[src/rtl/hes_pkg.sv]
package hes_pkg;

    // Default geometry of the histogram.
    localparam int unsigned BIN_COUNT_DEF  = 16;
    localparam int unsigned COUNT_BITS_DEF = 24;

    // Fixed field widths.
    localparam int unsigned LVL_W  = 16;
    localparam int unsigned FT_W   = 16;
    localparam int unsigned APB_AW = 4;
    localparam int unsigned APB_DW = 32;

    // One in Q1.16, the saturation point of the blend weight.
    localparam logic [16:0] ONE_Q16 = 17'h10000;

    // Register reset values.
    localparam logic [15:0] MAX_LEVEL_RST  = 16'd16384;
    localparam logic [15:0] ADAPT_RATE_RST = 16'd8192;
    localparam logic [15:0] PCT_TARGET_RST = 16'd62259;
    localparam logic [15:0] BLOOM_FRAC_RST = 16'd32768;

    // Smoothed level reset values.
    localparam logic [15:0] SM_MEAN_RST  = 16'd0;
    localparam logic [15:0] SM_PEAK_RST  = 16'd4096;
    localparam logic [15:0] SM_KEY_RST   = 16'd4096;
    localparam logic [15:0] SM_BLOOM_RST = 16'd0;

    // Configuration register indexes.
    typedef enum logic [1:0] {
        REG_MAX_LEVEL,
        REG_ADAPT_RATE,
        REG_PCT_TARGET,
        REG_BLOOM_FRAC
    } t_reg_idx;

    // Configuration as seen by the back end.
    typedef struct packed {
        logic [15:0] max_level;
        logic [15:0] adapt_rate;
        logic [15:0] percentile_target;
        logic [15:0] bloom_fraction;
    } t_cfg;

    // Handshake between the front end, the frame queue and the back end.
    typedef struct packed {
        logic full;
        logic valid;
    } t_q_stat;

endpackage

[src/rtl/hes_queue.sv]
module hes_queue #(
    parameter int unsigned W = 8
) (
    input  logic                  i_clk,
    input  logic                  i_rst_n,
    input  logic                  i_push,
    input  logic                  i_pop,
    input  logic [W-1:0]          i_data,
    output hes_pkg::t_q_stat      o_stat,
    output logic [W-1:0]          o_head
);
    import hes_pkg::*;

    logic [W-1:0] r_slot [2];
    logic         r_wr;
    logic         r_rd;
    logic [1:0]   r_cnt;

    // Two frames can wait: one under processing, one just closed.
    assign o_stat.full  = (r_cnt == 2'd2);
    assign o_stat.valid = (r_cnt != 2'd0);
    assign o_head       = r_slot[r_rd];

    // Pointers and fill level.
    always_ff @(posedge i_clk) begin
        if (!i_rst_n) begin
            r_wr  <= 1'b0;
            r_rd  <= 1'b0;
            r_cnt <= 2'd0;
        end else begin
            if (i_push) begin
                r_wr <= ~r_wr;
            end
            if (i_pop) begin
                r_rd <= ~r_rd;
            end
            case ({i_push, i_pop})
                2'b10:   r_cnt <= r_cnt + 2'd1;
                2'b01:   r_cnt <= r_cnt - 2'd1;
                default: r_cnt <= r_cnt;
            endcase
        end
    end

    // Frame summary storage.
    always_ff @(posedge i_clk) begin
        if (i_push) begin
            r_slot[r_wr] <= i_data;
        end
    end

endmodule

[config.mk]
export PLATFORM = sky130hd
export DESIGN_NAME = hes_queue
export DESIGN_NICKNAME = d
export VERILOG_FILES = /design/src/rtl/hes_pkg.sv /design/src/rtl/hes_queue.sv
export SDC_FILE = /design/constraint.sdc
export NUM_CORES = 1
export LEC_CHECK = 0
export ABC_AREA = 1
export ABC_CLOCK_PERIOD_IN_PS = 3500
export BUFFER_PORTS_ARGS = -buffer_cell sky130_fd_sc_hd__buf_2
export CORE_MARGIN = 3
export CORE_UTILIZATION = 32
export CTS_CLUSTER_SIZE = 40
export DETAILED_ROUTE_END_ITERATION = 10
export PLACE_DENSITY = 0.56
export SYNTH_ARGS = -nofsm -noshare
export SYNTH_HDL_FRONTEND = slang
export SYNTH_SLANG_ARGS = --single-unit
[constraint.sdc]
create_clock -name i_clk -period 3.5 [get_ports i_clk]
set_clock_uncertainty 0.2 [all_clocks]
set_input_delay 0.35 -clock i_clk [delete_from_list [all_inputs] [get_ports i_clk]]
set_output_delay 0.35 -clock i_clk [all_outputs]
set_load 0.02 [all_outputs]
==> flow_metrics.tcl <==
set metrics [dict create \
    max_freq_ghz 0.501 \
    wirelength_mm 1.16 \
    ctsResizeCount 0 \
    hpwlAfterDp_um 886 \
    grt_max_degree 13 \
    path_max_fanout 8 \
    cellLeakagePower_nw 0.443 \
    final-setup-viol-count 0 \
    ctsHoldBuffers 0 \
    cts_buffers 3 \
    hp-class "in2reg" \
    cts_max_level 1 \
    clk_path_buf_depth 2 \
    nets 98 \
    die_area_sq_mm 0.00327 \
    antenna_cells 0 \
    seq_power_share_pct 62.3 \
    drive_gt1_share_pct 39.3 \
    die_h_um 57.2 \
    p_int_mw 0.358 \
    grt_usage_pct 7.55 \
    drc_errors 0 \
    yosys.area.top_type "edfxtp_1" \
    outcome "completed" \
    synth_area_leaders "edfxtp_1, mux2_4, dfxtp_1, nor2_1, nand2_1" \
    finalHoldViolCount 0 \
    post_cts_buffers 0 \
    maxCapViolations 0 \
    synth_seq_cells 21 \
    syn_avg_cell_area_sq_um 14.0 \
    fin_area_sq_um 995 \
    cp_data_arrival_time_ps 1440 \
    clockRootBuffer "clkbuf_4" \
    cp_slowest_stage_delay_ps 650 \
    cts.clk_slew.worst_paths_ps 110 \
    synth_area_sq_um 838 \
    crit_chain "mux2_4 -> buf_2" \
    p_per_area_mw_per_mm2 473 \
    syn_inst 60 \
    tritoncts "built" \
    synthToLayoutAreaGrowth_pct 18.7 \
    power_frac_comb_pct 14.7 \
    max-slew-margin-rel_pct 53.8 \
    fin_crit_ps 1990 \
    worstSkewPairLatency_ps 290 \
    yosysSeqAreaShare_pct 69.3 \
    post-route-period-util_pct 57.0 \
    critical_path_required_ps 2950 \
    r2r_cells 1 \
    synth_fp_nets 73 \
    final_common_cell "buf_2" \
    netlist-cell-type-count 11 \
    wl_per_cell_um 10.3 \
    placed_cell_area_sq_um 967 \
    synth_top_area_share_pct 57.3 \
    grt_pass1_vias 465 \
    portBuffers 21 \
    drtIter0Drc 13 \
    die_w_um 57.2 \
    switching_share_pct 23.9 \
    hp-start "i_data[5]" \
    grt_antenna_before_repair 0 \
    startpoint_type "register" \
    report.final.slew_viol_count 0 \
    place.gp.congestion 0.670 \
    layout_common_cells "buf_2, edfxtp_1, nor2_1" \
    grt_overflow 0 \
    clock_sinks 21 \
    hold_depth 1 \
    r2r-start "r_wr" \
    setup_tns_ps 0 \
    antenna_left 0 \
    via_per_inst 4.27 \
    worst_pin_slew_ps 691 \
    setup.worst_path.class "reg2out" \
    start_util_pct 35.8 \
    finalPower_mw 0.471 \
    ios 22 \
    cpMaxStageDelayCell "dfxtp_1" \
    grt_setup_unrepaired "no" \
    peakVddDrop_v 0.000236 \
    grt_pass1_wl_mm 1.92 \
    pwr-share-clk_pct 23.0 \
    yosys_warnings 0 \
    endpoint_kind "output port" \
    via_count 478 \
    num_rows 17 \
    core_region_area_sq_mm 0.00234 \
    dr.pass1.iters 3 \
    p_switching_mw 0.113 \
]
-- sequential cells by signal, summed over array words and instances (netlist names), named ones only --
register  count
r_rd          1
r_cnt         2
r_slot       16
r_wr          1
-- power by group through the flow --
stage	sequential [mW]	combinational, mW	clock [mW]
CTS	0.294	0.0704	0.114
detailed placement	0.299	0.0702	0
finish	0.294	0.0690	0.108
global route	0.295	0.0773	0.124
global placement	0.299	0.0689	0
floorplan	0.294	0.0527	0
-- routing by layer --
layer  track usage [%]  vias up  wire length (um)
met1              8.87      211               522
met3              2.49        2                88
li1                  -      251                 -
met2              12.7       14               535
met5                 0        -                 0
met4              2.98        0                11
-- cells in the mapped netlist --
library cell and number:
edfxtp_1 16, nor2_1 11, nand2_1 9, mux2_4 8, inv_1 6, dfxtp_1 5, a21oi_1 1, buf_6 1
ha_1 1, nand4_1 1, o21ai_0 1
-- cells by family after synthesis --
family,Yosys count,share of synthesized area [%]
adders and majority gates,1,1.49
buffers and inverters,7,4.03
and+or+nand+nor,21,9.70
muxes,8,14.3
DFF,21,69.3
AOI/OAI and AO/OA,2,1.19
-- critical path: cells and delay by family (launching register included) --
| family | cells | cell delay [ps] |
|---|---|---|
| buffers and inverters | 1 | 160 |
| multiplexers | 1 | 340 |
| flip-flops | 1 | 650 |
-- metrics by stage --
stage / utilization [%] / setup slack (ps) / hold slack [ps] / instances
6_report: 42.5 / 1510 / 38.5 / 112
5_1_grt: 42.5 / 1430 / 24.5 / 112
4_1_cts: 42.5 / 1480 / 30.9 / 112
3_5_place_dp: 41.3 / 1820 / 287 / 108
3_3_place_gp: 41.3 / 1820 / 278 / 108
2_1_floorplan: - / 2170 / 249 / 60
-- layout make-up --
| class | count | area, sq um |
|---|---|---|
| clock buffers | 3 | 22.5 |
| clock inverters | 1 | 5.00 |
| fillers | 240 | 1350 |
| inverters | 6 | 22.5 |
| multi-input cells | 32 | 224 |
| flip-flops and latches | 21 | 581 |
| well taps | 28 | 35.0 |
| repair buffers | 21 | 105 |
-- final timing paths --
path / slack (ps) / endpoint
worst max-delay path: 1510 / o_head[3]
worst min-delay path: 40 / r_slot[0][5]
worst max register to register: 2060 / r_slot[0][2]
worst min register to register: 310 / r_wr
No activity file was read; power rests on OpenSTA's default activity.
