--- config.mk ---
export PLATFORM = sky130hd
export DESIGN_NAME = hes_front_flat
export DESIGN_NICKNAME = d
export VERILOG_FILES = /design/src/rtl/hes_pkg.sv /design/src/rtl/hes_if.sv /design/src/rtl/hes_front.sv /design/src/flat_wrapper.sv
export SDC_FILE = /design/constraint.sdc
export NUM_CORES = 1
export LEC_CHECK = 0
export BUFFER_PORTS_ARGS = -buffer_cell sky130_fd_sc_hd__buf_2
export CAP_MARGIN = 25
export CORE_MARGIN = 2
export CORE_UTILIZATION = 52
export DETAILED_ROUTE_END_ITERATION = 10
export PLACE_DENSITY = 0.79
export SKIP_LAST_GASP = 1
export SYNTH_ARGS = -nofsm -noshare
export SYNTH_HDL_FRONTEND = slang
export SYNTH_SLANG_ARGS = --single-unit
--- constraint.sdc ---
create_clock -name i_clk -period 5.65 [get_ports i_clk]
set_input_delay 1.13 -clock i_clk [delete_from_list [all_inputs] [get_ports i_clk]]
set_output_delay 1.13 -clock i_clk [all_outputs]
set_load 0.02 [all_outputs]
--- src/rtl/hes_pkg.sv ---
package hes_pkg;

    // Default geometry of the histogram.
    localparam int unsigned BIN_COUNT_DEF  = 16;
    localparam int unsigned COUNT_BITS_DEF = 24;

    // Fixed field widths.
    localparam int unsigned LVL_W  = 16;
    localparam int unsigned FT_W   = 16;
    localparam int unsigned APB_AW = 4;
    localparam int unsigned APB_DW = 32;

    // One in Q1.16, the saturation point of the blend weight.
    localparam logic [16:0] ONE_Q16 = 17'h10000;

    // Register reset values.
    localparam logic [15:0] MAX_LEVEL_RST  = 16'd16384;
    localparam logic [15:0] ADAPT_RATE_RST = 16'd8192;
    localparam logic [15:0] PCT_TARGET_RST = 16'd62259;
    localparam logic [15:0] BLOOM_FRAC_RST = 16'd32768;

    // Smoothed level reset values.
    localparam logic [15:0] SM_MEAN_RST  = 16'd0;
    localparam logic [15:0] SM_PEAK_RST  = 16'd4096;
    localparam logic [15:0] SM_KEY_RST   = 16'd4096;
    localparam logic [15:0] SM_BLOOM_RST = 16'd0;

    // Configuration register indexes.
    typedef enum logic [1:0] {
        REG_MAX_LEVEL,
        REG_ADAPT_RATE,
        REG_PCT_TARGET,
        REG_BLOOM_FRAC
    } t_reg_idx;

    // Configuration as seen by the back end.
    typedef struct packed {
        logic [15:0] max_level;
        logic [15:0] adapt_rate;
        logic [15:0] percentile_target;
        logic [15:0] bloom_fraction;
    } t_cfg;

    // Handshake between the front end, the frame queue and the back end.
    typedef struct packed {
        logic full;
        logic valid;
    } t_q_stat;

endpackage

--- src/rtl/hes_if.sv ---
interface hes_bin_if #(
    parameter int unsigned COUNT_BITS = hes_pkg::COUNT_BITS_DEF
);
    import hes_pkg::*;

    logic                  valid;
    logic                  ready;
    logic [COUNT_BITS-1:0] bin_count;
    logic                  last_bin;
    logic [FT_W-1:0]       frame_time;

    modport source (output valid, bin_count, last_bin, frame_time, input ready);
    modport sink   (input valid, bin_count, last_bin, frame_time, output ready);
endinterface


--- src/rtl/hes_front.sv ---
module hes_front #(
    parameter int unsigned BIN_COUNT  = hes_pkg::BIN_COUNT_DEF,
    parameter int unsigned COUNT_BITS = hes_pkg::COUNT_BITS_DEF,
    localparam int unsigned IDX_W = $clog2(BIN_COUNT),
    localparam int unsigned TOT_W = COUNT_BITS + IDX_W,
    localparam int unsigned WGT_W = COUNT_BITS + 2 * IDX_W,
    localparam int unsigned JOB_W = 1 + IDX_W + TOT_W + WGT_W + IDX_W + hes_pkg::FT_W
) (
    input  logic                  i_clk,
    input  logic                  i_rst_n,
    hes_bin_if.sink               i_bin,
    input  hes_pkg::t_q_stat      i_q_stat,
    output logic                  o_push,
    output logic [JOB_W-1:0]      o_job,
    output logic                  o_wr_en,
    output logic [IDX_W:0]        o_wr_addr,
    output logic [COUNT_BITS-1:0] o_wr_data
);
    import hes_pkg::*;

    localparam int unsigned PROD_W = COUNT_BITS + IDX_W;

    logic               r_bank;
    logic [IDX_W-1:0]   r_pos;
    logic [TOT_W-1:0]   r_total;
    logic [WGT_W-1:0]   r_wgt;
    logic [IDX_W-1:0]   r_top;

    logic               accept;
    logic               first;
    logic [PROD_W-1:0]  prod;
    logic [TOT_W-1:0]   n_total;
    logic [WGT_W-1:0]   n_wgt;
    logic [IDX_W-1:0]   n_top;

    // A word is taken whenever a queue slot is free for the frame it may close.
    assign i_bin.ready = !i_q_stat.full;
    assign accept      = i_bin.valid && !i_q_stat.full;
    assign first       = (r_pos == '0);

    // Running sums restart at bin zero, so a wrapped frame only counts its last pass.
    assign prod    = PROD_W'(i_bin.bin_count) * PROD_W'(r_pos);
    assign n_total = (first ? '0 : r_total) + TOT_W'(i_bin.bin_count);
    assign n_wgt   = (first ? '0 : r_wgt) + WGT_W'(prod);
    assign n_top   = (i_bin.bin_count != '0) ? r_pos : (first ? '0 : r_top);

    // Bin store write port and frame hand-off.
    assign o_wr_en   = accept;
    assign o_wr_addr = {r_bank, r_pos};
    assign o_wr_data = i_bin.bin_count;
    assign o_push    = accept && i_bin.last_bin;
    assign o_job     = {r_bank, r_pos, n_total, n_wgt, n_top, i_bin.frame_time};

    // Bin position and bank select.
    always_ff @(posedge i_clk) begin
        if (!i_rst_n) begin
            r_bank <= 1'b0;
            r_pos  <= '0;
        end else if (accept) begin
            if (i_bin.last_bin) begin
                r_pos  <= '0;
                r_bank <= ~r_bank;
            end else if (r_pos == IDX_W'(BIN_COUNT - 1)) begin
                r_pos <= '0;
            end else begin
                r_pos <= r_pos + 1'b1;
            end
        end
    end

    // Frame accumulators.
    always_ff @(posedge i_clk) begin
        if (accept) begin
            r_total <= n_total;
            r_wgt   <= n_wgt;
            r_top   <= n_top;
        end
    end

endmodule

--- src/flat_wrapper.sv ---
// flat-port wrapper written by rule: the top's interface ports become plain ports
module hes_front_flat import hes_pkg::*;
#(
    parameter int unsigned BIN_COUNT  = hes_pkg::BIN_COUNT_DEF,
    parameter int unsigned COUNT_BITS = hes_pkg::COUNT_BITS_DEF,
    localparam int unsigned IDX_W = $clog2(BIN_COUNT),
    localparam int unsigned TOT_W = COUNT_BITS + IDX_W,
    localparam int unsigned WGT_W = COUNT_BITS + 2 * IDX_W,
    localparam int unsigned JOB_W = 1 + IDX_W + TOT_W + WGT_W + IDX_W + hes_pkg::FT_W
)
  (i_clk, i_rst_n, i_q_stat, o_push, o_job, o_wr_en, o_wr_addr, o_wr_data, i_bin_valid, i_bin_bin_count, i_bin_last_bin, i_bin_frame_time, i_bin_ready);
  hes_bin_if #(.COUNT_BITS(COUNT_BITS)) i_bin_i ();
  input  logic i_clk;
  input  logic i_rst_n;
  input  hes_pkg::t_q_stat i_q_stat;
  output logic o_push;
  output logic [JOB_W-1:0] o_job;
  output logic o_wr_en;
  output logic [IDX_W:0] o_wr_addr;
  output logic [COUNT_BITS-1:0] o_wr_data;
  input wire logic [$bits(i_bin_i.valid)-1:0] i_bin_valid;
  input wire logic [$bits(i_bin_i.bin_count)-1:0] i_bin_bin_count;
  input wire logic [$bits(i_bin_i.last_bin)-1:0] i_bin_last_bin;
  input wire logic [$bits(i_bin_i.frame_time)-1:0] i_bin_frame_time;
  output wire logic [$bits(i_bin_i.ready)-1:0] i_bin_ready;
  assign i_bin_i.valid = i_bin_valid;
  assign i_bin_i.bin_count = i_bin_bin_count;
  assign i_bin_i.last_bin = i_bin_last_bin;
  assign i_bin_i.frame_time = i_bin_frame_time;
  assign i_bin_ready = i_bin_i.ready;
  hes_front #(.BIN_COUNT(BIN_COUNT), .COUNT_BITS(COUNT_BITS)) u_core (.i_clk(i_clk), .i_rst_n(i_rst_n), .i_bin(i_bin_i), .i_q_stat(i_q_stat), .o_push(o_push), .o_job(o_job), .o_wr_en(o_wr_en), .o_wr_addr(o_wr_addr), .o_wr_data(o_wr_data));
endmodule
==> impl_metrics.toml, run 1 <==
[detailed_routing]
drcViolationCount = 0
wirelength_um = 25090
drt-vias-per-instance = 5.590
routed-wl-met3_um = 1257
num_vias = 7966
wl_per_cell_um = 17.61
antenna_left = 0
met1_length_um = 9932
met2WireLength_um = 13170
firstDrtPassIters = 5
routed.top_layer = "met4"
dr.first_iter.drc_count = 434

[setup_path]
rr_endpoint = "u_core.r_wgt[27]"
crit_arrival_ps = 4980
worstPathMaxFanout = 5
r2r_slack_ps = 980
crit_type = "in2out"
rr_worst_depth = 18
required_ps = 4520
r2r_start = "u_core.r_pos[1]"
start_kind = "input pin"
end_kind = "output pin"

[floorplanning]
rows = 46
die_y_um = 132.5
core_um2 = 16000
initial_utilization_pct = 53.62
die_w_um = 132.5
ios = 163
die_area_um2 = 17540

[cells_and_area]
nets = 1384
synthToLayoutAreaGrowth_pct = 39.73
antennaDiodeCount = 0
final_cell_mix = "buf_4, inv_1, buf_2, nand2_1, and2_1"
drive_above_1_share_pct = 40.78
layoutNonFillerInstCount = 1425
layout_commonest_cell = "buf_4"
utilization_pct = 74.92

[sta]
period_needed_ps = 6109
rsz0062_at_grt = "true"
fmax_ghz = 0.1637
fin_ws_ps = -459.3
drv_slew = 0
tightest_slew_ps = 540.6
min_period_over_period_pct = 108.1
final.setup_skew_ps = 9.910
relSlewSlack_pct = 63.96
hold_violations = 0
finalSetupViolations = 18

[synthesis]
synth.ff_latch_count = 69
synth_edf_count = 64
synthAdderAreaFrac_pct = 25.67
ys.flop_type = "edfxtp_1"
synthesis.area_um2 = 8579
synth_compound_area_share_pct = 13.97
synth_top_family_by_area = "adder cells"
synthSimpleGateAreaFrac_pct = 20.68
synthesis.nets = 1149
synth-warning-count = 0
synthCells = 969
avgSynthCellArea_um2 = 8.854
synthArstFlopShare_pct = 0
seq_area_frac_synth_pct = 23.57
synthDistinctLibCells = 71
synthXorXnorAreaFrac_pct = 4.696
synthMuxAreaShare_pct = 0.3646

[clock_tree]
clockBufferDepth = 2
cts_hold_buf = 0
cts_tree = "yes"
cts_buffers = 9
insertion_delay_ps = 360
cts.sinks = 69
cts_root_buf = "clkbuf_16"
cts_max_level = 3
clk_pin_slew_ps = 60

[outcome]
violations = "negative setup slack"
status = "complete, but fails checks"

[power]
peakVddDrop_v = 0.0001446
leakage_nw = 5.614
power-per-cell-area_nw_per_um2 = 141.2

[hold_path]
worstHoldPathCells = 2
holdCritStartpoint = "u_core.r_bank"
hold_class = "reg2reg"
min_to = "u_core.r_bank"

[global_routing]
grtUsageTotal_pct = 28.36
antenna_found_initial = 0
grt_max_degree = 37
grt_pass1_wl_um = 39560
grt_overflow = 0
grt_pass1_vias = 7989

[place]
hpwl_um = 17650
gp_congestion = 0.9000
io_buffers = 129
dp.cells = 1375

[job]
cap_violations = 0
synth_stat cells (20+ instances only):
cell | number | area share, %
buf_4 | 46 | 4.0
fa_1 | 70 | 16
o21ai_0 | 34 | 2.0
nor2b_1 | 37 | 2.7
nand3_1 | 24 | 1.4
and2_1 | 89 | 6.5
edfxtp_1 | 64 | 22
nor2_1 | 44 | 1.9
ha_1 | 64 | 9.3
a21oi_1 | 52 | 3.0
a21o_1 | 20 | 1.7
inv_1 | 122 | 5.3
clkbuf_1 | 25 | 1.1
nand2_1 | 87 | 3.8
xnor2_1 | 30 | 3.1
state kept, by name, summed over array words and instances (netlist names):
name and cells:
u_core.r_bank 1, u_core.r_pos 4, u_core.r_top 4, u_core.r_total 28, u_core.r_wgt 32
routing by layer:
metal	global-route usage, %	up-vias
met1	34.09	3925
met3	4.713	57
met5	0	-
met2	51.12	302
met4	10.22	0
li1	-	3682
cells by family after synthesis:
kind of cell	count (synthesis)
AND/OR/NAND/NOR	336
buffers and inverters	202
AO/OA/AOI/OAI	179
adder cells (fa/ha/maj)	134
flip-flops	69
XOR/XNOR	46
multiplexers	3
worst max-delay path: stages:
cell     delay, ps
buf_8          100
and2_4         150
fa_1           500
fa_1           560
inv_2           50
fa_1           550
inv_2           50
ha_4           310
nand2_2         80
buf_4          140
or3_4          410
a31o_4         280
and2_4         180
o21ai_4        190
xor2_4         170
buf_6          130
repair_timing:
item                       CTS  global route
buffers inserted            22            17
resized for setup          194            57
pin swaps                   96            69
setup endpoints to repair   24            29
how the worst max path moves through the flow:
stage / start / to / slack [ps] / depth (start not counted)
4_1_cts: i_bin_bin_count[10] / o_job[48] / -460 / 18
3_3_place_gp: i_bin_bin_count[10] / o_job[48] / -590 / 17
6_report: i_bin_bin_count[9] / o_job[46] / -460 / 16
3_5_place_dp: i_bin_bin_count[10] / o_job[44] / -600 / 17
5_1_grt: i_bin_bin_count[6] / o_job[51] / -560 / 17
2_1_floorplan: i_bin_bin_count[13] / o_job[51] / -160 / 14
final cells by class:
| cell class | count | area (µm²) |
|---|---|---|
| clock buffers | 13 | 304.0 |
| clock inverters | 3 | 21.27 |
| fillers | 1105 | 4013 |
| inverters | 122 | 457.9 |
| multi-input cells | 698 | 6665 |
| flip-flops and latches | 69 | 2023 |
| well taps | 216 | 270.3 |
| repair buffers | 304 | 2246 |
power by group:
group          internal, mW  total [mW]  leakage (nW)  switching (mW)
Clock                 0.378       0.626         0.157           0.248
Sequential            0.591       0.600         0.654         0.00911
Combinational         0.190       0.466          4.80           0.276
Total                  1.16        1.69          5.61           0.533
metrics by stage:
step	worst slack, ps	TNS (ps)	hold slack, ps	power [mW]	cell area, µm²
3_3_place_gp	-585.3	-8911	534.3	1.005	10330
6_report	-459.3	-5981	564.9	1.692	11990
5_1_grt	-562.9	-8190	581.5	1.758	11990
2_1_floorplan	-161.2	-621.1	530.1	0.8860	8856
4_1_cts	-456.5	-5243	556.5	1.680	11640
3_5_place_dp	-604.1	-9341	538.2	1.013	10330
No activity file was read; power rests on OpenSTA's default activity.
==> inputs of run 2 (changes only) <==
- ABC_AREA: default -> 1
- CORE_UTILIZATION: 52 -> 53
==> run 2 against run 1 <==
Net effect:
- the flow now finishes without violations
- non-clock buffer count down 89
- global-route usage is 0.42 points lower
- routed wire length is 10% higher
- clock skew is 4.3 ps lower
==> impl_metrics.toml, run 2 <==
[setup_path]
worstPathMaxFanout = 5
crit_family = "adder cells"
critPathMostFrequentCell = "nand2_1"
crit_arrival_ps = 4460
slowest_delay_ps = 540
path_buf_inv = 5
path_cells = "clkbuf_4 -> nand2_1 -> inv_1 -> fa_1 -> fa_1 -> inv_1 -> fa_1 -> inv_1 -> ha_4 -> nand2_1 -> nand2_1 -> o21bai_4 -> nand3b_1 -> nand2_1 -> nand2_1 -> nand2_1 -> nand2_2 -> buf_6"
start_kind = "input pin"
cp_slowest_cell = "fa_1"
required_ps = 4520
end_kind = "output pin"
crit_type = "in2out"

[synthesis]
yosysTopAreaCellShare_pct = 20.14
yosysTopAreaCell = "edfxtp_1"
ys.flop_type = "edfxtp_1"
synthesis.area_um2 = 9542
synthesis.nets = 1593
seq_area_frac_synth_pct = 21.19
synth-warning-count = 0
synthDistinctLibCells = 45
yosys-top-cells-area = "edfxtp_1, nand2_1, fa_1"
synthCells = 1413
synth.ff_latch_count = 69
yosysMostFrequentCell = "nand2_1"
synth_edf_count = 64
synthArstFlopShare_pct = 0
avgSynthCellArea_um2 = 6.753
yosys-top-cells-count = "nand2_1, inv_1, nor2_1"

[floorplanning]
core_um2 = 17840
die_area_um2 = 19090
ios = 163
initial_utilization_pct = 53.48
rows = 49
die_y_um = 138.2
die_w_um = 138.2

[sta]
hold_ws_ps = 566.6
relSlewSlack_pct = 58.92
tightest_slew_ps = 610.5
finalSetupViolations = 0
tns_ps = 0
final.setup_skew_ps = 5.641
fmax_ghz = 0.1790
hold_violations = 0
rsz0062_at_grt = "true"
drv_slew = 0
period_needed_ps = 5585
min_period_over_period_pct = 98.86
fin_ws_ps = 64.62

[cells_and_area]
final_cell_mix = "nand2_1, inv_1, buf_2, nor2_1, buf_4"
top_register = "u_core.r_wgt"
largest_register_ffs = 32
nFillCells = 1542
nets = 1754
antennaDiodeCount = 0
layout_commonest_cell = "nand2_1"
drive_above_1_share_pct = 24.26
reg.largest.list = "u_core.r_wgt (32), u_core.r_total (28)"
synthToLayoutAreaGrowth_pct = 22.91

[clock_tree]
cts.sinks = 69
cts_tree = "yes"
cts_max_level = 3
clk_pin_slew_ps = 60
clockBufferDepth = 2
cts_root_buf = "clkbuf_16"
insertion_delay_ps = 350
cts_buffers = 9

[outcome]
status = "complete, no violations"

[job]
cap_violations = 0

[detailed_routing]
drt-vias-per-instance = 5.150
wirelength_um = 27690
firstDrtPassIters = 5
wl_per_cell_um = 15.32
antenna_left = 0
dr.first_iter.drc_count = 718
num_vias = 9312
drcViolationCount = 0

[place]
gp_congestion = 0.9469
io_buffers = 129
hpwl_um = 20770
dp_slack_ps = -100.2

[power]
power_mw = 1.706
leakage_nw = 7.074
peakVddDrop_v = 0.0001541
power-per-cell-area_nw_per_um2 = 145.5

[global_routing]
grt_pass1_wl_um = 43070
grt_overflow = 0
grt_max_degree = 39
grtUsageTotal_pct = 27.94
grt_pass1_vias = 9064
antenna_found_initial = 0

[hold_path]
hold_class = "reg2reg"
[run 2: cell types whose count changed after synthesis, sizes merged, moves of 12 or more]
cell    previous run  this run
a31oi             12         0
nor2              44       112
and2              89         4
nand3             24        61
nor2b             37         0
xor2              16        32
inv              122       364
o21ai             40        16
clkbuf            28         8
xnor2             30         3
a21o              20         1
nand2             87       458
[run 2: metrics by stage]
stage | instances | instance area, µm² | util [%]
after global placement | 1784 | 10630 | 59.60
after floorplan | 1413 | 9542 | -
after CTS | 1800 | 11080 | 62.11
final | 1808 | 11730 | 65.73
after detailed placement | 1784 | 10630 | 59.60
after global routing | 1808 | 11730 | 65.73
[run 2: logic make-up (layout without fill, tap and decap cells)]
| family | Yosys count | in the layout | synth area share (%) |
|---|---|---|---|
| AO/OA/AOI/OAI | 76 | 76 | 4.406 |
| XOR/XNOR | 35 | 35 | 3.213 |
| adder cells (fa/ha/maj) | 134 | 134 | 23.08 |
| buffers and inverters | 429 | 595 | 19.04 |
| flip-flops | 69 | 69 | 21.19 |
| AND/OR/NAND/NOR | 670 | 670 | 29.07 |
[run 2: power by group]
part | switching (mW) | total, mW | leakage [nW] | internal, mW
combinational | 0.323 | 0.499 | 6.28 | 0.175
sequential | 0.00831 | 0.602 | 0.654 | 0.594
clock | 0.253 | 0.606 | 0.140 | 0.353
total | 0.584 | 1.71 | 7.07 | 1.12
[run 2: path summary, 6_finish.rpt]
path / from / to / slack (ps) / cells after the start
setup reg to reg: u_core.r_pos[3] / u_core.r_wgt[18] / 1390 / 20
hold / removal: u_core.r_bank / u_core.r_bank / 570 / 3
setup / recovery: i_bin_bin_count[11] / o_job[41] / 60 / 18
hold reg to reg: u_core.r_bank / u_core.r_bank / 570 / 3
[run 2: layout make-up]
| type | count | area [µm²] | area share [%] |
|---|---|---|---|
| Sequential cell | 69 | 2022 | 17.24 |
| Multi-Input combinational cell | 915 | 6337 | 54.04 |
| Tap cell | 229 | 286.5 | 2.443 |
| Timing Repair Buffer | 215 | 1411 | 12.03 |
| Clock inverter | 6 | 62.56 | 0.5334 |
| Inverter | 364 | 1369 | 11.67 |
| Clock buffer | 10 | 239.0 | 2.038 |
[run 2: what timing repair did]
item / 4_1_cts / 5_1_grt
buffers inserted: 0 / 8
cloned: 0 / 0
endpoints found under the setup margin: 20 / 25
pin swaps: 8 / 84
hold buffers: 0 / 0
gates resized for setup: 25 / 162
[run 2: metal layers]
layer	track usage (%)	up-vias	wire (µm)
met4	10.90	0	972
met1	36.66	4349	11480
li1	-	4489	-
met5	0	-	0
met2	47.50	390	13250
met3	3.291	84	1985
[run 2: worst reg2reg max path, stage by stage, from the launching register on]
cell and delay, ps:
dfxtp_1 570, buf_12 220, nand2_1 70, inv_1 70, fa_1 420, fa_1 500
inv_1 60, fa_1 530, inv_1 60, ha_4 250, nand2_2 90, nand2_2 70
inv_1 70, nand2_2 70, nand3b_1 250, nand2_1 120, nand2_1 60, xor2_1 160
buf_4 150, buf_4 130, buf_4 120
