<file path="config.mk">
export PLATFORM = sky130hd
export DESIGN_NAME = hes_back_flat
export DESIGN_NICKNAME = d
export VERILOG_FILES = /design/src/rtl/hes_pkg.sv /design/src/rtl/hes_if.sv /design/src/rtl/hes_back.sv /design/src/flat_wrapper.sv
export SDC_FILE = /design/constraint.sdc
export NUM_CORES = 2
export LEC_CHECK = 0
export ABC_AREA = 1
export BUFFER_PORTS_ARGS = -buffer_cell sky130_fd_sc_hd__buf_2
export CELL_PAD_IN_SITES_DETAIL_PLACEMENT = 1
export CELL_PAD_IN_SITES_GLOBAL_PLACEMENT = 2
export CORE_MARGIN = 2
export CORE_UTILIZATION = 41
export CTS_BUF_LIST = sky130_fd_sc_hd__clkbuf_16
export DETAILED_ROUTE_END_ITERATION = 10
export PLACE_DENSITY = 0.82
export SLEW_MARGIN = 20
export SYNTH_ARGS = -nofsm -noshare
export SYNTH_HDL_FRONTEND = slang
export SYNTH_SLANG_ARGS = --single-unit
</file>
<file path="constraint.sdc">
create_clock -name i_clk -period 12.7 [get_ports i_clk]
set_input_delay 3.175 -clock i_clk [delete_from_list [all_inputs] [get_ports i_clk]]
set_output_delay 3.175 -clock i_clk [all_outputs]
set_load 0.005 [all_outputs]
</file>
<file path="src/rtl/hes_pkg.sv">
package hes_pkg;

    // Default geometry of the histogram.
    localparam int unsigned BIN_COUNT_DEF  = 16;
    localparam int unsigned COUNT_BITS_DEF = 24;

    // Fixed field widths.
    localparam int unsigned LVL_W  = 16;
    localparam int unsigned FT_W   = 16;
    localparam int unsigned APB_AW = 4;
    localparam int unsigned APB_DW = 32;

    // One in Q1.16, the saturation point of the blend weight.
    localparam logic [16:0] ONE_Q16 = 17'h10000;

    // Register reset values.
    localparam logic [15:0] MAX_LEVEL_RST  = 16'd16384;
    localparam logic [15:0] ADAPT_RATE_RST = 16'd8192;
    localparam logic [15:0] PCT_TARGET_RST = 16'd62259;
    localparam logic [15:0] BLOOM_FRAC_RST = 16'd32768;

    // Smoothed level reset values.
    localparam logic [15:0] SM_MEAN_RST  = 16'd0;
    localparam logic [15:0] SM_PEAK_RST  = 16'd4096;
    localparam logic [15:0] SM_KEY_RST   = 16'd4096;
    localparam logic [15:0] SM_BLOOM_RST = 16'd0;

    // Configuration register indexes.
    typedef enum logic [1:0] {
        REG_MAX_LEVEL,
        REG_ADAPT_RATE,
        REG_PCT_TARGET,
        REG_BLOOM_FRAC
    } t_reg_idx;

    // Configuration as seen by the back end.
    typedef struct packed {
        logic [15:0] max_level;
        logic [15:0] adapt_rate;
        logic [15:0] percentile_target;
        logic [15:0] bloom_fraction;
    } t_cfg;

    // Handshake between the front end, the frame queue and the back end.
    typedef struct packed {
        logic full;
        logic valid;
    } t_q_stat;

endpackage

</file>
<file path="src/rtl/hes_if.sv">


interface hes_lvl_if;
    import hes_pkg::*;

    logic             valid;
    logic             ready;
    logic [LVL_W-1:0] mean_level;
    logic [LVL_W-1:0] peak_level;
    logic [LVL_W-1:0] key_level;
    logic [LVL_W-1:0] bloom_level;
    logic             empty_frame;

    modport source (output valid, mean_level, peak_level, key_level, bloom_level, empty_frame,
                    input ready);
    modport sink   (input valid, mean_level, peak_level, key_level, bloom_level, empty_frame,
                    output ready);
endinterface

</file>
<file path="src/rtl/hes_back.sv">
module hes_back #(
    parameter int unsigned BIN_COUNT  = hes_pkg::BIN_COUNT_DEF,
    parameter int unsigned COUNT_BITS = hes_pkg::COUNT_BITS_DEF,
    localparam int unsigned IDX_W = $clog2(BIN_COUNT),
    localparam int unsigned TOT_W = COUNT_BITS + IDX_W,
    localparam int unsigned WGT_W = COUNT_BITS + 2 * IDX_W,
    localparam int unsigned JOB_W = 1 + IDX_W + TOT_W + WGT_W + IDX_W + hes_pkg::FT_W
) (
    input  logic                  i_clk,
    input  logic                  i_rst_n,
    input  hes_pkg::t_cfg         i_cfg,
    input  logic                  i_wr_en,
    input  logic [IDX_W:0]        i_wr_addr,
    input  logic [COUNT_BITS-1:0] i_wr_data,
    input  hes_pkg::t_q_stat      i_q_stat,
    input  logic [JOB_W-1:0]      i_job,
    output logic                  o_pop,
    hes_lvl_if.source             o_lvl
);
    import hes_pkg::*;

    localparam int unsigned NW    = COUNT_BITS + 2 * IDX_W + LVL_W;
    localparam int unsigned TG_W  = TOT_W + 17;
    localparam int unsigned KN_W  = IDX_W + 1 + LVL_W;
    localparam int unsigned PN_W  = IDX_W + LVL_W;
    localparam int unsigned DM_W  = TOT_W + IDX_W + 1;
    localparam int unsigned CNT_W = $clog2(LVL_W);
    localparam int unsigned DEPTH = 2 ** (IDX_W + 1);

    // Division by the bin count as a multiply by its rounded-up reciprocal.
    // The result is exact for every dividend below 2^SC_N.
    localparam int unsigned     SC_N  = KN_W;
    localparam int unsigned     SC_S  = SC_N + IDX_W;
    localparam int unsigned     RCP_W = SC_N + 2;
    localparam int unsigned     SC_W  = SC_N + RCP_W;
    localparam longint unsigned RCP   =
        ((64'd1 << SC_S) + 64'(BIN_COUNT) - 64'd1) / 64'(BIN_COUNT);

    typedef enum logic [2:0] {
        S_IDLE,
        S_KRD,
        S_KCHK,
        S_DIV,
        S_MUL,
        S_BLOOM,
        S_BLEND,
        S_OUT
    } t_state;

    typedef enum logic [1:0] {
        DV_KEY,
        DV_PEAK,
        DV_MEAN
    } t_dsel;

    typedef enum logic [1:0] {
        LV_MEAN,
        LV_PEAK,
        LV_KEY,
        LV_BLOOM
    } t_lvl_sel;

    // Head frame summary, stable until it is popped.
    logic               j_bank;
    logic [IDX_W-1:0]   j_pos;
    logic [TOT_W-1:0]   j_total;
    logic [WGT_W-1:0]   j_wgt;
    logic [IDX_W-1:0]   j_top;
    logic [FT_W-1:0]    j_ft;

    logic [COUNT_BITS-1:0] r_mem [DEPTH];
    logic [COUNT_BITS-1:0] r_rdata;

    t_state             r_state;
    t_dsel              r_dsel;
    t_lvl_sel           r_lsel;
    logic [16:0]        r_t;
    logic [TG_W-1:0]    r_target;
    logic [IDX_W-1:0]   r_k;
    logic [TOT_W-1:0]   r_cum;
    logic [NW-1:0]      r_rem;
    logic [NW-1:0]      r_dsh;
    logic [NW-1:0]      r_mcand;
    logic [LVL_W-1:0]   r_mplier;
    logic [LVL_W-1:0]   r_q;
    logic [CNT_W-1:0]   r_cnt;
    logic               r_empty;
    logic [LVL_W-1:0]   r_mean;
    logic [LVL_W-1:0]   r_peak;
    logic [LVL_W-1:0]   r_key;
    logic [LVL_W-1:0]   r_bloom;
    logic [LVL_W-1:0]   r_sm_mean;
    logic [LVL_W-1:0]   r_sm_peak;
    logic [LVL_W-1:0]   r_sm_key;
    logic [LVL_W-1:0]   r_sm_bloom;
    logic               r_o_valid;
    logic [LVL_W-1:0]   r_o_mean;
    logic [LVL_W-1:0]   r_o_peak;
    logic [LVL_W-1:0]   r_o_key;
    logic [LVL_W-1:0]   r_o_bloom;
    logic               r_o_empty;

    logic [31:0]        t_prod;
    logic [19:0]        t_raw;
    logic [16:0]        t_sat;
    logic [TG_W-1:0]    target;
    logic [TOT_W-1:0]   cum_n;
    logic               hit;
    logic [IDX_W:0]     kp1;
    logic [NW-1:0]      key_n;
    logic [NW-1:0]      peak_n;
    logic [SC_W-1:0]    sc_prod;
    logic [LVL_W-1:0]   sc_lvl;
    logic [DM_W-1:0]    d_mean;
    logic               ge;
    logic [LVL_W-1:0]   q_next;
    logic [31:0]        bloom_prod;
    logic [LVL_W-1:0]   bl_old;
    logic [LVL_W-1:0]   bl_val;
    logic signed [17:0] bl_diff;
    logic signed [35:0] bl_acc;
    logic [LVL_W-1:0]   bl_res;
    logic               out_free;

    assign {j_bank, j_pos, j_total, j_wgt, j_top, j_ft} = i_job;

    // Blend weight: frame time times adaptation rate, saturated at one.
    assign t_prod = 32'(j_ft) * 32'(i_cfg.adapt_rate);
    assign t_raw  = t_prod[31:12];
    assign t_sat  = (t_raw > 20'(ONE_Q16)) ? ONE_Q16 : t_raw[16:0];

    // Percentile threshold scaled by 2^16 to match the shifted running count.
    assign target = TG_W'(j_total) * TG_W'(ONE_Q16 - {1'b0, i_cfg.percentile_target});
    assign cum_n  = r_cum + TOT_W'(r_rdata);
    assign hit    = (TG_W'({cum_n, 16'b0}) >= r_target) || (r_k == '0);

    // Operands for the key, peak and mean levels.
    assign kp1    = {1'b0, r_k} + 1'b1;
    assign key_n  = NW'(KN_W'(kp1) * KN_W'(i_cfg.max_level));
    assign peak_n = NW'(PN_W'(j_top) * PN_W'(i_cfg.max_level));
    assign d_mean = DM_W'(j_total) * DM_W'(BIN_COUNT);

    // Key and peak levels: the registered product divided by the bin count.
    assign sc_prod = SC_W'(r_rem[SC_N-1:0]) * SC_W'(RCP);
    assign sc_lvl  = sc_prod[SC_S +: LVL_W];

    // One restoring division step per cycle for the mean level.
    assign ge     = (r_rem >= r_dsh);
    assign q_next = {r_q[LVL_W-2:0], ge};

    assign bloom_prod = 32'(r_key) * 32'(i_cfg.bloom_fraction);

    // Blend old + (new - old) * t with rounding, one level per cycle.
    always_comb begin
        case (r_lsel)
            LV_MEAN:  begin bl_old = r_sm_mean;  bl_val = r_mean;  end
            LV_PEAK:  begin bl_old = r_sm_peak;  bl_val = r_peak;  end
            LV_KEY:   begin bl_old = r_sm_key;   bl_val = r_key;   end
            LV_BLOOM: begin bl_old = r_sm_bloom; bl_val = r_bloom; end
            default:  begin bl_old = r_sm_mean;  bl_val = r_mean;  end
        endcase
    end

    assign bl_diff = $signed({2'b00, bl_val}) - $signed({2'b00, bl_old});
    assign bl_acc  = $signed({4'b0000, bl_old, 16'h0000}) + bl_diff * $signed({1'b0, r_t})
                   + 36'sd32768;
    assign bl_res  = bl_acc[31:16];

    // Result register is free when empty or being taken this cycle.
    assign out_free = !r_o_valid || o_lvl.ready;
    assign o_pop    = (r_state == S_OUT) && out_free;

    assign o_lvl.valid       = r_o_valid;
    assign o_lvl.mean_level  = r_o_mean;
    assign o_lvl.peak_level  = r_o_peak;
    assign o_lvl.key_level   = r_o_key;
    assign o_lvl.bloom_level = r_o_bloom;
    assign o_lvl.empty_frame = r_o_empty;

    // Bin store: written by the front end, read here during the key scan.
    always_ff @(posedge i_clk) begin
        if (i_wr_en) begin
            r_mem[i_wr_addr] <= i_wr_data;
        end
        r_rdata <= r_mem[{j_bank, r_k}];
    end

    // Frame sequencer and result register.
    always_ff @(posedge i_clk) begin
        if (!i_rst_n) begin
            r_state    <= S_IDLE;
            r_o_valid  <= 1'b0;
            r_sm_mean  <= SM_MEAN_RST;
            r_sm_peak  <= SM_PEAK_RST;
            r_sm_key   <= SM_KEY_RST;
            r_sm_bloom <= SM_BLOOM_RST;
        end else begin
            // A new word is loaded on pop; otherwise a taken word empties the register.
            if (o_pop) begin
                r_o_valid <= 1'b1;
            end else if (r_o_valid && o_lvl.ready) begin
                r_o_valid <= 1'b0;
            end
            case (r_state)
                S_IDLE: begin
                    if (i_q_stat.valid) begin
                        r_t      <= t_sat;
                        r_target <= target;
                        r_k      <= j_pos;
                        r_cum    <= '0;
                        r_empty  <= (j_total == '0);
                        r_state  <= (j_total == '0) ? S_OUT : S_KRD;
                    end
                end
                S_KRD: begin
                    r_state <= S_KCHK;
                end
                S_KCHK: begin
                    // Walk down from the top bin until the upper tail is large enough.
                    if (hit) begin
                        r_rem   <= key_n;
                        r_dsel  <= DV_KEY;
                        r_state <= S_DIV;
                    end else begin
                        r_cum   <= cum_n;
                        r_k     <= r_k - 1'b1;
                        r_state <= S_KRD;
                    end
                end
                S_DIV: begin
                    case (r_dsel)
                        DV_KEY: begin
                            r_key  <= sc_lvl;
                            r_rem  <= peak_n;
                            r_dsel <= DV_PEAK;
                        end
                        DV_PEAK: begin
                            r_peak   <= sc_lvl;
                            r_rem    <= '0;
                            r_mcand  <= NW'(j_wgt);
                            r_mplier <= i_cfg.max_level;
                            r_cnt    <= '0;
                            r_state  <= S_MUL;
                        end
                        DV_MEAN: begin
                            if (ge) begin
                                r_rem <= r_rem - r_dsh;
                            end
                            r_dsh <= r_dsh >> 1;
                            r_q   <= q_next;
                            r_cnt <= r_cnt + 1'b1;
                            if (r_cnt == CNT_W'(LVL_W - 1)) begin
                                r_mean  <= q_next;
                                r_state <= S_BLOOM;
                            end
                        end
                        default: begin
                            r_state <= S_BLOOM;
                        end
                    endcase
                end
                S_MUL: begin
                    // Shift-add product of weighted sum and max level.
                    if (r_mplier[0]) begin
                        r_rem <= r_rem + r_mcand;
                    end
                    r_mcand  <= r_mcand << 1;
                    r_mplier <= r_mplier >> 1;
                    r_cnt    <= r_cnt + 1'b1;
                    if (r_cnt == CNT_W'(LVL_W - 1)) begin
                        r_dsh   <= NW'(d_mean) << (LVL_W - 1);
                        r_q     <= '0;
                        r_dsel  <= DV_MEAN;
                        r_state <= S_DIV;
                    end
                end
                S_BLOOM: begin
                    r_bloom <= bloom_prod[31:16];
                    r_lsel  <= LV_MEAN;
                    r_state <= S_BLEND;
                end
                S_BLEND: begin
                    case (r_lsel)
                        LV_MEAN:  r_sm_mean  <= bl_res;
                        LV_PEAK:  r_sm_peak  <= bl_res;
                        LV_KEY:   r_sm_key   <= bl_res;
                        LV_BLOOM: r_sm_bloom <= bl_res;
                        default:  r_sm_mean  <= bl_res;
                    endcase
                    if (r_lsel == LV_BLOOM) begin
                        r_state <= S_OUT;
                    end else begin
                        r_lsel <= t_lvl_sel'(r_lsel + 2'd1);
                    end
                end
                S_OUT: begin
                    if (out_free) begin
                        r_o_mean  <= r_sm_mean;
                        r_o_peak  <= r_sm_peak;
                        r_o_key   <= r_sm_key;
                        r_o_bloom <= r_sm_bloom;
                        r_o_empty <= r_empty;
                        r_state   <= S_IDLE;
                    end
                end
                default: begin
                    r_state <= S_IDLE;
                end
            endcase
        end
    end

endmodule

</file>
<file path="src/flat_wrapper.sv">
// flat-port wrapper written by rule: the top's interface ports become plain ports
module hes_back_flat import hes_pkg::*;
#(
    parameter int unsigned BIN_COUNT  = hes_pkg::BIN_COUNT_DEF,
    parameter int unsigned COUNT_BITS = hes_pkg::COUNT_BITS_DEF,
    localparam int unsigned IDX_W = $clog2(BIN_COUNT),
    localparam int unsigned TOT_W = COUNT_BITS + IDX_W,
    localparam int unsigned WGT_W = COUNT_BITS + 2 * IDX_W,
    localparam int unsigned JOB_W = 1 + IDX_W + TOT_W + WGT_W + IDX_W + hes_pkg::FT_W
)
  (i_clk, i_rst_n, i_cfg, i_wr_en, i_wr_addr, i_wr_data, i_q_stat, i_job, o_pop, o_lvl_valid, o_lvl_mean_level, o_lvl_peak_level, o_lvl_key_level, o_lvl_bloom_level, o_lvl_empty_frame, o_lvl_ready);
  hes_lvl_if o_lvl_i ();
  input  logic i_clk;
  input  logic i_rst_n;
  input  hes_pkg::t_cfg i_cfg;
  input  logic i_wr_en;
  input  logic [IDX_W:0] i_wr_addr;
  input  logic [COUNT_BITS-1:0] i_wr_data;
  input  hes_pkg::t_q_stat i_q_stat;
  input  logic [JOB_W-1:0] i_job;
  output logic o_pop;
  output wire logic [$bits(o_lvl_i.valid)-1:0] o_lvl_valid;
  output wire logic [$bits(o_lvl_i.mean_level)-1:0] o_lvl_mean_level;
  output wire logic [$bits(o_lvl_i.peak_level)-1:0] o_lvl_peak_level;
  output wire logic [$bits(o_lvl_i.key_level)-1:0] o_lvl_key_level;
  output wire logic [$bits(o_lvl_i.bloom_level)-1:0] o_lvl_bloom_level;
  output wire logic [$bits(o_lvl_i.empty_frame)-1:0] o_lvl_empty_frame;
  input wire logic [$bits(o_lvl_i.ready)-1:0] o_lvl_ready;
  assign o_lvl_valid = o_lvl_i.valid;
  assign o_lvl_mean_level = o_lvl_i.mean_level;
  assign o_lvl_peak_level = o_lvl_i.peak_level;
  assign o_lvl_key_level = o_lvl_i.key_level;
  assign o_lvl_bloom_level = o_lvl_i.bloom_level;
  assign o_lvl_empty_frame = o_lvl_i.empty_frame;
  assign o_lvl_i.ready = o_lvl_ready;
  hes_back #(.BIN_COUNT(BIN_COUNT), .COUNT_BITS(COUNT_BITS)) u_core (.i_clk(i_clk), .i_rst_n(i_rst_n), .i_cfg(i_cfg), .i_wr_en(i_wr_en), .i_wr_addr(i_wr_addr), .i_wr_data(i_wr_data), .i_q_stat(i_q_stat), .i_job(i_job), .o_pop(o_pop), .o_lvl(o_lvl_i));
endmodule
</file>
==> results.tsv <==
stage	metric	value	unit
outcome	outcome	finished clean	
setup_path	r2r-start	u_core.r_lsel[0]	
synth	avgSynthCellArea	8.98	um2
clocking	cts_setup_buffers	0	
synth	ys_seq_area_share	35.1	%
route	routed_via_density	5.41	
setup_path	max_stage_delay	0.55	ns
setup_path	slowest_stage	fa_1	
setup_path	arrival	11.53	ns
timing	drv_slew	0	
timing	max_freq	0.0909	GHz
setup_path	crit_family	adder cells	
placed_design	gp_congestion	0.896	
synth	synth_top_area_cell	edfxtp_1	
global_route	grt_pass1_wl	539000	um
floorplanning	row_count	186	
setup_path	r2r_end	u_core.r_sm_bloom[9]	
clocking	cts_resized	0	
route	dr.first_iter.drc_count	5902	
timing	fin_tns_setup	0	ns
min_path	whs_endpoint	u_core.o_lvl.empty_frame	
route	final_antenna_net_count	0	
synth	syn_area	0.106	mm2
global_route	grt_pass1_vias	89953	
setup_path	crit_fanout	20	
clocking	cts_tree	yes	
placed_design	numPortBuffers	249	
global_route	grt-ovfl-total	0	
setup_path	r2r_slack	2.18	ns
floorplanning	coreArea	0.257	mm2
synth	async_flop_share	0	%
global_route	antenna_found_initial	42	
synth	synthCells	11782	
timing	fin_skew	0.0665	ns
synth	ys_types	68	
floorplanning	num_io_pins	251	
synth	synth_edf_count	1174	
timing	final.period_utilization	86.6	%
synth	synth.most_common_cell	inv_1	
floorplanning	initial_core_util	41.2	%
global_route	grt_max_degree	101	
clocking	clock_sinks	1266	
route	vias	82799	
job	max_cap_viol_count	0	
synth	synth_ff_type	edfxtp_1	
synth	synth_commonest_cells	inv_1 (2,270), nand2_1 (2,241), nor2_1 (1,192)	
floorplanning	die_w	512	um
route	drtPass1Iterations	6	
timing	hold_viol_final	0	
route	drc	0	
synth	synth_fp_nets	13798	
clocking	clockBufferDepth	3	
floorplanning	dieHeight	512	um
finish	nets	13812	
timing	rsz0062_at_grt	no	
clocking	cts.htree.levels	4	
setup_path	crit_top_cell	inv_1	
timing	finalSetupViolCount	0	
clocking	numCtsBuffers	139	
synth	yosys_warnings	0	
timing	tightest_slew	1.18	ns
clocking	ctsHoldBuffers	0	
clocking	path_clk_slew	0.06	ns
setup_path	crit_path_start_kind	input port	
clocking	clockRootBuffer	clkbuf_16	
synth	synthTopCellsByArea	edfxtp_1 (33%), fa_1 (21%), ha_1 (8.8%)	
min_path	hp-start	u_core.r_empty	
setup_path	path_class	in -> reg	
finish	drive_gt1_share	6.03	%
placed_design	numPlacedInstances	15036	
setup_path	reg2regPathDepth	38	
setup_path	critical_path_buf_inv_count	17	
min_path	hold_path_class	reg -> reg	
synth	synth_seq_cells	1266	
clocking	clk_latency	0.83	ns
floorplanning	dieArea	0.262	mm2
min_path	hold_depth	0	
setup_path	end_kind	flop	
route	wire_per_inst	23.1	um
finish	syn_to_final_growth	9.31	%
global_route	track_usage	26.9	%
timing	relSlewSlack	21.0	%
route	drt-total-wl	353000	um
finish	final_cells	15306	
setup_path	cp_data_required_time	13.23	ns
synth	yosysTopAreaCellShare	33.3	%
placed_design	dpl.hpwl	262000	um
timing	fin_crit	11.00	ns
[state kept, by name, summed over array words and instances, names as in the netlist, 4 cells and up]
register and cells:
u_core.r_sm_bloom 16, u_core.r_mplier 16, u_core.r_mcand 48, u_core.r_bloom 16, u_core.r_target 45, u_core.r_t 17, u_core.r_sm_mean 16, u_core.r_rdata 24
u_core.r_rem 48, u_core.r_peak 16, u_core.o_lvl.mean_level 16, u_core.r_mean 16, u_core.r_dsh 47, u_core.r_mem 768, u_core.o_lvl.peak_level 16, u_core.r_sm_peak 16
u_core.r_k 4, u_core.o_lvl.key_level 16, u_core.r_cum 28, u_core.r_cnt 4, u_core.o_lvl.bloom_level 16, u_core.r_sm_key 16, u_core.r_key 16, u_core.r_q 15
[cell usage in the layout (no fill, tap or decap), types with 12 or more instances in the layout]
cell type,count
nor4_1,31
diode_2,12
a21o_1,32
or2_2,25
nand3_1,256
a21oi_1,489
ha_1,746
clkinv_1,28
o21ai_0,796
nor2_4,31
o31ai_1,15
edfxtp_1,1174
a31oi_1,56
bufinv_16,16
o21a_1,38
inv_1,2287
clkbuf_16,140
buf_4,120
o21bai_1,28
a21boi_0,12
nand2_1,2241
nand4_1,43
o211ai_1,43
fa_1,1086
nor2_1,1156
xor2_1,99
buf_2,249
o22ai_1,258
dfxtp_1,92
nor3_1,47
clkinv_2,28
xnor2_1,52
[layer usage]
layer | share of wire (%) | vias to the layer above | global-route usage, %
li1 | - | 37579 | -
met1 | 44 | 42475 | 36.2
met2 | 47 | 2189 | 44.8
met3 | 5.6 | 542 | 3.75
met4 | 3.1 | 14 | 8.34
met5 | 0.024 | - | 0
[kinds of logic (layout without fill, tap and decap cells)]
logic type | after synthesis | in the layout | share of synthesized area [%]
adders and majority gates | 1832 | 1832 | 29.4
buffers and inverters | 2800 | 2928 | 9.99
AOI/OAI and AO/OA | 1842 | 1842 | 9.72
DFF | 1266 | 1266 | 35.1
xor gates and xnor gates | 152 | 152 | 1.27
and+or+nand+nor | 3890 | 3890 | 14.6
other | 0 | 12 | 0
[worst max-delay path by stage]
stage,cells after the start,start,endpoint,slack [ns]
2_1_floorplan,41,i_cfg[16],u_core.r_target[44],2.17
4_1_cts,43,i_cfg[16],u_core.r_target[44],1.78
6_report,44,i_cfg[16],u_core.r_target[40],1.70
3_3_place_gp,42,i_cfg[16],u_core.r_target[40],1.04
3_5_place_dp,43,i_cfg[16],u_core.r_target[44],0.93
5_1_grt,44,i_cfg[16],u_core.r_target[40],1.12
[through the flow]
| step | cell area (um2) | hold WS [ns] | setup WS [ns] | utilization (%) |
|---|---|---|---|---|
| after global placement | 111000 | 0.405 | 1.04 | 43.1 |
| final | 116000 | 0.404 | 1.70 | 45.0 |
| after detailed placement | 111000 | 0.411 | 0.931 | 43.1 |
| after floorplan | 106000 | 0.400 | 2.17 | - |
| after global routing | 116000 | 0.413 | 1.12 | 45.0 |
| after CTS | 116000 | 0.412 | 1.78 | 45.0 |
[worst register-to-register path: cells and delay by family, from the launching register on]
family | cells | cell delay, ns
compound gates | 4 | 1.16
flops | 1 | 0.41
simple gates | 13 | 2.04
xor+xnor | 1 | 0.38
buf+inv | 10 | 2.05
fa+ha+maj | 10 | 4.42
[final cells by class]
class                           count  area (um2)
Clock inverter                    115        1320
Clock buffer                      140        3500
Multi-Input combinational cell   7716       58400
Antenna cell                       12        30.0
Tap cell                         3384        4230
Fill cell                       29614      141000
Timing Repair Buffer              381        2420
Sequential cell                  1266       37100
Inverter                         2292        8620
Power is left out: the tool's default activity adds up to more than one toggle a clock period on the data nets, which glitch-free logic cannot reach.
